==> config.mk <==
export PLATFORM = sky130hd
export DESIGN_NAME = anti_replay_window
export DESIGN_NICKNAME = d
export VERILOG_FILES = /design/src/arw_pkg.sv /design/src/arw_ring.sv /design/src/anti_replay_window.sv
export SDC_FILE = /design/constraint.sdc
export NUM_CORES = 2
export LEC_CHECK = 0
export ABC_AREA = 1
export ABC_CLOCK_PERIOD_IN_PS = 14050
export BUFFER_PORTS_ARGS = -buffer_cell sky130_fd_sc_hd__buf_2
export CAP_MARGIN = 20
export CORE_ASPECT_RATIO = 0.6
export CORE_MARGIN = 4
export CORE_UTILIZATION = 25
export DETAILED_ROUTE_END_ITERATION = 7
export GPL_TIMING_DRIVEN = 1
export PLACE_DENSITY = 0.36
export SYNTH_ARGS = -nofsm -noshare
export SYNTH_HDL_FRONTEND = slang
export SYNTH_HIERARCHICAL = 1
export SYNTH_SLANG_ARGS = --single-unit
==> constraint.sdc <==
create_clock -name clk -period 14.05 [get_ports clk]
set_input_delay 2.1075 -clock clk [delete_from_list [all_inputs] [get_ports clk]]
set_output_delay 2.1075 -clock clk [all_outputs]
set_load 0.01 [all_outputs]
==> src/arw_pkg.sv <==
`timescale 1ns / 1ps
// ----------------------------------------------------------------------------
// Anti-replay window package
// Command and verdict codes and the sequencer state type.
// ----------------------------------------------------------------------------
package arw_pkg;

	localparam int WORD_BITS = 64;
	localparam int BIT_W     = 6;

	localparam logic [1:0] CMD_MARK  = 2'd0;
	localparam logic [1:0] CMD_CHECK = 2'd1;
	localparam logic [1:0] CMD_RESET = 2'd2;

	localparam logic [1:0] VERDICT_OK  = 2'd0;
	localparam logic [1:0] VERDICT_OLD = 2'd1;
	localparam logic [1:0] VERDICT_DUP = 2'd2;

	typedef enum logic [9:0] {
		S_CLEAR  = 10'b00_0000_0001,
		S_IDLE   = 10'b00_0000_0010,
		S_SUB1   = 10'b00_0000_0100,
		S_SUB2   = 10'b00_0000_1000,
		S_JUDGE  = 10'b00_0001_0000,
		S_RREAD  = 10'b00_0010_0000,
		S_RWRITE = 10'b00_0100_0000,
		S_MREAD  = 10'b00_1000_0000,
		S_MWRITE = 10'b01_0000_0000,
		S_DONE   = 10'b10_0000_0000
	} state_t;

endpackage

==> src/arw_ring.sv <==
`timescale 1ns / 1ps
// ----------------------------------------------------------------------------
// Anti-replay ring bitmap
// One write port and one read port with registered read data.
// ----------------------------------------------------------------------------
module arw_ring #(
	parameter int DEPTH = 32,
	parameter int AW    = 5
) (
	input  logic          clk,
	input  logic          we,
	input  logic [AW-1:0] waddr,
	input  logic [63:0]   wdata,
	input  logic [AW-1:0] raddr,
	output logic [63:0]   rdata
);

	logic [63:0] mem [DEPTH];

	always_ff @(posedge clk) begin
		if (we) begin
			mem[waddr] <= wdata;
		end
	end

	always_ff @(posedge clk) begin
		rdata <= mem[raddr];
	end

endmodule

==> src/anti_replay_window.sv <==
`timescale 1ns / 1ps
// ----------------------------------------------------------------------------
// Anti-replay sliding window
// Checks 64-bit packet counters against the highest accepted counter and a
// ring bitmap of recently seen counters; mark commands record accepted ones.
//
//   channel | signals                        | direction
//   req     | req_valid, req_ready, command, counter | into block
//   rsp     | rsp_valid, rsp_ready, verdict  | out of block
//
// A check-only or rejected transaction steps through S_SUB1, S_SUB2, S_JUDGE
// and S_DONE; a mark inside the window adds S_MWRITE. A forward move adds an
// S_RREAD and S_RWRITE pair per ring word whose bits are cleared, then S_MREAD
// and S_MWRITE. A full clear, a first packet and a reset command walk the
// ring one word per cycle, as does reset, with req_ready low. A stalled
// response is held in its own register while the next request is taken.
// ----------------------------------------------------------------------------
module anti_replay_window
	import arw_pkg::*;
#(
	parameter int WINDOW     = 2048,
	parameter int RING_WORDS = 32
) (
	input  logic        clk,
	input  logic        arst_n,
	input  logic        req_valid,
	output logic        req_ready,
	input  logic [1:0]  command,
	input  logic [63:0] counter,
	output logic        rsp_valid,
	input  logic        rsp_ready,
	output logic [1:0]  verdict
);

	localparam int AW = (RING_WORDS > 1) ? $clog2(RING_WORDS) : 1;
	localparam logic [AW-1:0] LAST_WORD = AW'(RING_WORDS - 1);
	localparam logic [57:0]   RING_MASK = 58'(RING_WORDS - 1);
	localparam logic [63:0]   WIN       = 64'(WINDOW);
	localparam logic [63:0]   RING_BITS = 64'(RING_WORDS) * 64'(WORD_BITS);

	state_t        state_q;
	logic [AW-1:0] clr_q;
	logic          clr_mark_q;
	logic          clr_rsp_q;
	logic          started_q;
	logic [63:0]   high_q;
	logic [1:0]    cmd_q;
	logic [63:0]   cnt_q;
	logic [64:0]   diff_q;
	logic [63:0]   back_q;
	logic [63:0]   lo_q;
	logic [63:0]   last_q;
	logic [57:0]   w_q;
	logic [1:0]    vrd_q;
	logic          rsp_valid_q;
	logic [1:0]    verdict_q;

	logic [63:0]   sub_a;
	logic [63:0]   sub_b;
	logic [64:0]   sub_res;
	logic [AW-1:0] word_c;
	logic [AW-1:0] word_w;
	logic          mem_we;
	logic [AW-1:0] mem_waddr;
	logic [63:0]   mem_wdata;
	logic [AW-1:0] mem_raddr;
	logic [63:0]   rd_data;
	logic          ahead;
	logic          too_old;
	logic [1:0]    verdict_c;
	logic          full_clear;
	logic [5:0]    lo_b;
	logic [5:0]    hi_b;
	logic [63:0]   clr_mask;

	assign req_ready = (state_q == S_IDLE);
	assign rsp_valid = rsp_valid_q;
	assign verdict   = verdict_q;

	assign word_c = AW'(cnt_q[63:6] & RING_MASK);
	assign word_w = AW'(w_q & RING_MASK);

	// Shared subtractor: counter minus highest, then highest minus counter.
	always_comb begin
		sub_a   = (state_q == S_SUB2) ? high_q : cnt_q;
		sub_b   = (state_q == S_SUB2) ? cnt_q : high_q;
		sub_res = {1'b0, sub_a} - {1'b0, sub_b};
	end

	always_comb begin
		ahead      = !diff_q[64] && (diff_q[63:0] != 64'd0);
		too_old    = diff_q[64] && (back_q >= WIN);
		full_clear = (diff_q[63:0] >= WIN) || (diff_q[63:0] > RING_BITS);
		if (!started_q || ahead) begin
			verdict_c = VERDICT_OK;
		end else if (too_old) begin
			verdict_c = VERDICT_OLD;
		end else if (rd_data[cnt_q[5:0]]) begin
			verdict_c = VERDICT_DUP;
		end else begin
			verdict_c = VERDICT_OK;
		end
	end

	always_comb begin
		lo_b     = (w_q == lo_q[63:6]) ? lo_q[5:0] : 6'd0;
		hi_b     = (w_q == last_q[63:6]) ? last_q[5:0] : 6'd63;
		clr_mask = ({64{1'b1}} << lo_b) & ({64{1'b1}} >> (6'd63 - hi_b));
	end

	always_comb begin
		mem_raddr = (state_q == S_RREAD) ? word_w : word_c;
		mem_we    = 1'b0;
		mem_waddr = word_c;
		mem_wdata = rd_data | (64'd1 << cnt_q[5:0]);
		unique case (state_q)
			S_CLEAR: begin
				mem_we    = 1'b1;
				mem_waddr = clr_q;
				mem_wdata = 64'd0;
			end
			S_RWRITE: begin
				mem_we    = 1'b1;
				mem_waddr = word_w;
				mem_wdata = rd_data & ~clr_mask;
			end
			S_MWRITE: begin
				mem_we = 1'b1;
			end
			default: begin
				mem_we = 1'b0;
			end
		endcase
	end

	arw_ring #(
		.DEPTH(RING_WORDS),
		.AW   (AW)
	) u_ring (
		.clk  (clk),
		.we   (mem_we),
		.waddr(mem_waddr),
		.wdata(mem_wdata),
		.raddr(mem_raddr),
		.rdata(rd_data)
	);

	always_ff @(posedge clk) begin
		unique case (state_q)
			S_IDLE: begin
				cmd_q <= command;
				cnt_q <= counter;
			end
			S_SUB1: begin
				diff_q <= sub_res;
			end
			S_SUB2: begin
				back_q <= sub_res[63:0];
			end
			S_JUDGE: begin
				lo_q   <= high_q + 64'd1;
				last_q <= cnt_q - 64'd1;
			end
			default: begin
			end
		endcase
	end

	always_ff @(posedge clk or negedge arst_n) begin
		if (!arst_n) begin
			state_q    <= S_CLEAR;
			clr_q      <= '0;
			clr_mark_q <= 1'b0;
			clr_rsp_q  <= 1'b0;
			started_q  <= 1'b0;
			high_q     <= 64'd0;
			w_q        <= 58'd0;
			vrd_q      <= VERDICT_OK;
		end else begin
			unique case (state_q)
				S_CLEAR: begin
					clr_q <= clr_q + AW'(1);
					if (clr_q == LAST_WORD) begin
						clr_q <= '0;
						if (clr_mark_q) begin
							state_q <= S_MREAD;
						end else if (clr_rsp_q) begin
							state_q <= S_DONE;
						end else begin
							state_q <= S_IDLE;
						end
					end
				end
				S_IDLE: begin
					if (req_valid) begin
						if (command == CMD_RESET) begin
							started_q  <= 1'b0;
							high_q     <= 64'd0;
							vrd_q      <= VERDICT_OK;
							clr_mark_q <= 1'b0;
							clr_rsp_q  <= 1'b1;
							clr_q      <= '0;
							state_q    <= S_CLEAR;
						end else begin
							state_q <= S_SUB1;
						end
					end
				end
				S_SUB1: begin
					state_q <= S_SUB2;
				end
				S_SUB2: begin
					state_q <= S_JUDGE;
				end
				S_JUDGE: begin
					vrd_q <= verdict_c;
					if (cmd_q == CMD_MARK && verdict_c == VERDICT_OK) begin
						if (!started_q || ahead) begin
							started_q <= 1'b1;
							high_q    <= cnt_q;
						end
						if (!started_q || (ahead && full_clear)) begin
							clr_mark_q <= 1'b1;
							clr_rsp_q  <= 1'b1;
							clr_q      <= '0;
							state_q    <= S_CLEAR;
						end else if (ahead && diff_q[63:0] == 64'd1) begin
							state_q <= S_MREAD;
						end else if (ahead) begin
							w_q     <= high_q[63:6] + 58'(high_q[5:0] == 6'd63);
							state_q <= S_RREAD;
						end else begin
							state_q <= S_MWRITE;
						end
					end else begin
						state_q <= S_DONE;
					end
				end
				S_RREAD: begin
					state_q <= S_RWRITE;
				end
				S_RWRITE: begin
					if (w_q == last_q[63:6]) begin
						state_q <= S_MREAD;
					end else begin
						w_q     <= w_q + 58'd1;
						state_q <= S_RREAD;
					end
				end
				S_MREAD: begin
					state_q <= S_MWRITE;
				end
				S_MWRITE: begin
					state_q <= S_DONE;
				end
				S_DONE: begin
					if (!rsp_valid_q || rsp_ready) begin
						state_q <= S_IDLE;
					end
				end
				default: begin
					state_q <= S_IDLE;
				end
			endcase
		end
	end

	always_ff @(posedge clk or negedge arst_n) begin
		if (!arst_n) begin
			rsp_valid_q <= 1'b0;
		end else if (state_q == S_DONE && (!rsp_valid_q || rsp_ready)) begin
			rsp_valid_q <= 1'b1;
		end else if (rsp_ready) begin
			rsp_valid_q <= 1'b0;
		end
	end

	always_ff @(posedge clk) begin
		if (state_q == S_DONE && (!rsp_valid_q || rsp_ready)) begin
			verdict_q <= vrd_q;
		end
	end

endmodule

==> impl_metrics.ini <==
[run_status]
outcome = finished clean

[placement]
place_ws_ns = 7.68
hpwl_um = 324000
place.gp.congestion = 0.935
portBuffers = 73
dp_cells = 18150
dpl_cell_area_sq_um = 126000

[timing]
fin_crit_ns = 6.45
rsz0062_at_grt = false
whs_ns = 0.462
min_period_over_period = 0.459
setup-violations-final = 0
hold_viol_final = 0
worstMarginPinSlew_ns = 1.24
setup_slack_ns = 7.60
setup-tns-final_ns = 0
max_freq_mhz = 155
finalMaxSlewViolations = 0
finClkSkew_ns = 0.0770
slew_headroom = 0.175

[yosys]
syn_inst = 12165
synth_seq_cells = 2569
synth_top_family_by_area = simple AND/OR/NAND/NOR gates
yosysMostFrequentCell = nand2_1
muxShareOfSynthArea = 0
synthTopCellsByCount = nand2_1 (3998), edfxtp_1 (2362), nand3_1 (2229), nor2_1 (859), inv_1 (827)
synth_xor_area_frac = 0.0232
synth-compound-area-share = 0.0177
synth_largest_area_cell = edfxtp_1
synth-edff-count = 2362
synth_fp_nets = 12247
synth_top_area_share = 0.599
synthFlopType = edfxtp_1
async_flop_share = 0.0557
synthTopCellsByArea = edfxtp_1 (60%), nand2_1 (13%), nand3_1 (9.4%), dfrtp_1 (3.0%), nor2_1 (2.7%)
syn_avg_cell_area_sq_um = 9.73
syn_area_sq_um = 118000
synth_seq_area_share = 0.640
yosysWarningCount = 6
synth_adder_area_share = 0.00127
yosys.area_share.simple = 0.265
synth.distinct_cells = 56

[power]
intPower_mw = 16.8
pwr-share-seq = 0.367
powerDensity_nw_per_um2 = 216
clkPwrFrac = 0.256
vdd_drop_max_mv = 0.134
switchingPower_mw = 12.4
p_comb_frac = 0.377
leakage_nw = 50.6
switching_share = 0.424

[flow_run]
max_cap_violations = 0

[worst_setup_path]
critPathCaptureType = register
worstPathArrival_ns = 6.95
crit_path_max_fanout = 51
cp-start-kind = register
critPathKind = reg -> reg
reg2regPathDepth = 10
cp.required_ns = 14.55

[clock_network]
clkLatencyLatePin_ns = 0.93
numCtsBuffers = 277
holdBufCountCts = 0
cts_sinks = 2569
post_cts_resized = 0
cts_root_buf = clkbuf_16
postCtsSetupRepairBufs = 0
htreeDepth = 5
clk_pin_slew_ns = 0.06
cts_buffer_depth = 4
cts_tree = built

[final_layout]
nets = 12214
areaGrowthSynthToFinish_pct = 14.2
ff_latch_area_sq_um = 75800
drive_above_1_share = 0.0695
fin_area_sq_um = 135000
multi_input_area_sq_um = 36800
finalNonFillerCells = 18666
nFillCells = 49096

[hold_path]
min_path_type = reg -> reg
holdPathStages = 0

[floorplanning]
fp.dieH_um = 541
dieArea_sq_um = 485000
fp.dieW_um = 896
rows = 195
pin_count = 74
fp.coreArea_sq_um = 471000
initial_core_util = 0.251

[grt]
first_global_vias = 82425
antenna_found_initial = 40
track_usage = 0.195
grt_max_degree = 174
grt_overflow = 0
grt_pass1_wl_um = 676000

[routing]
post-route-drc-count = 0
wire_per_inst_um = 26.3
wirelength_um = 490000
drt-pass1-iter-count = 6
vias_per_cell = 4.79
antenna_left = 0
drtIter0Drc = 10399
vias = 89404
through the flow:
| stage | utilization | total power [mW] |
|---|---|---|
| floorplan | - | 16.8 |
| global placement | 0.267 | 21.8 |
| detailed placement | 0.268 | 21.8 |
| CTS | 0.287 | 29.4 |
| global route | 0.287 | 30.8 |
| finish | 0.287 | 29.2 |
logic make-up (layout without fill, tap and decap cells):
family / count (synthesis) / count (layout)
simple gates: 7400 / 7400
buf+inv: 1469 / 1651
fa+ha+maj: 12 / 12
flops: 2569 / 2569
xor+xnor: 314 / 314
other cells: 0 / 15
compound gates: 401 / 401
path summary, 6_finish.rpt:
path / startpoint / endpoint / slack [ns]
worst min-delay path: vrd_q[1] / verdict[1] / 0.46
worst min register to register: vrd_q[1] / verdict[1] / 0.46
worst max-delay path: state_q[5] / u_ring/mem[31][49] / 7.60
worst max register to register: state_q[5] / u_ring/mem[31][49] / 7.60
max in group asynchronous: arst_n / high_q[0] / 10.78
min in group asynchronous: arst_n / w_q[57] / 1.19
power by group through the flow:
stage / Clock (mW) / Combinational [mW] / Sequential [mW]
floorplan: 0 / 6.21 / 10.6
detailed placement: 0 / 11.0 / 10.9
finish: 7.48 / 11.0 / 10.7
global placement: 0 / 10.9 / 10.9
CTS: 7.70 / 11.0 / 10.7
global route: 8.02 / 12.0 / 10.8
per-layer routing:
layer	GRT usage	part of all wire	up-vias
li1	-	-	40882
met4	0.0316	0.016	2
met3	0.0405	0.079	439
met5	0	0.000027	-
met2	0.242	0.36	3079
met1	0.336	0.54	45002
sequential cells by signal, summed over array words and instances (netlist names):
| register | flops |
|---|---|
| high_q | 64 |
| clr_mark_q | 1 |
| last_q | 64 |
| u_ring/rdata | 64 |
| clr_rsp_q | 1 |
| diff_q | 65 |
| state_q | 10 |
| back_q | 53 |
| verdict | 2 |
| cmd_q | 2 |
| u_ring/mem | 2048 |
| w_q | 58 |
| lo_q | 64 |
| vrd_q | 2 |
| started_q | 1 |
| rsp_valid | 1 |
| cnt_q | 64 |
| clr_q | 5 |
area by class of cell:
class / count / area share
Antenna cell: 15 / 0.000278
Timing Repair Buffer: 307 / 0.0179
Tap cell: 6304 / 0.0584
Inverter: 850 / 0.0240
Multi-Input combinational cell: 8127 / 0.273
Clock buffer: 373 / 0.0565
Clock inverter: 121 / 0.00954
Sequential cell: 2569 / 0.561
critical path, cell delays in order (launching register included):
cell	delay (ns)
dfrtp_1	0.43
nor2_1	0.27
nand2_1	0.21
nor4_4	0.23
buf_4	0.46
clkinv_2	0.78
o221ai_1	0.64
nand3_1	0.76
nor2_4	0.88
buf_4	0.49
buf_4	0.72
cell usage in the layout, fill, tap and decap left out, types with 22 or more instances in the layout:
| cell type | count |
|---|---|
| a21oi_1 | 80 |
| buf_2 | 72 |
| buf_4 | 214 |
| bufinv_16 | 22 |
| clkbuf_1 | 70 |
| clkbuf_16 | 285 |
| clkinv_1 | 36 |
| clkinv_2 | 44 |
| dfrtp_1 | 142 |
| dfxtp_1 | 64 |
| edfxtp_1 | 2362 |
| inv_1 | 823 |
| nand2_1 | 3975 |
| nand2_2 | 29 |
| nand3_1 | 2228 |
| nand4_1 | 91 |
| nor2_1 | 824 |
| nor2_4 | 41 |
| nor3_1 | 108 |
| nor4_1 | 25 |
| o21ai_0 | 191 |
| o21ai_1 | 79 |
| xnor2_1 | 40 |
| xor2_1 | 274 |
No activity file was read; power rests on OpenSTA's default activity.
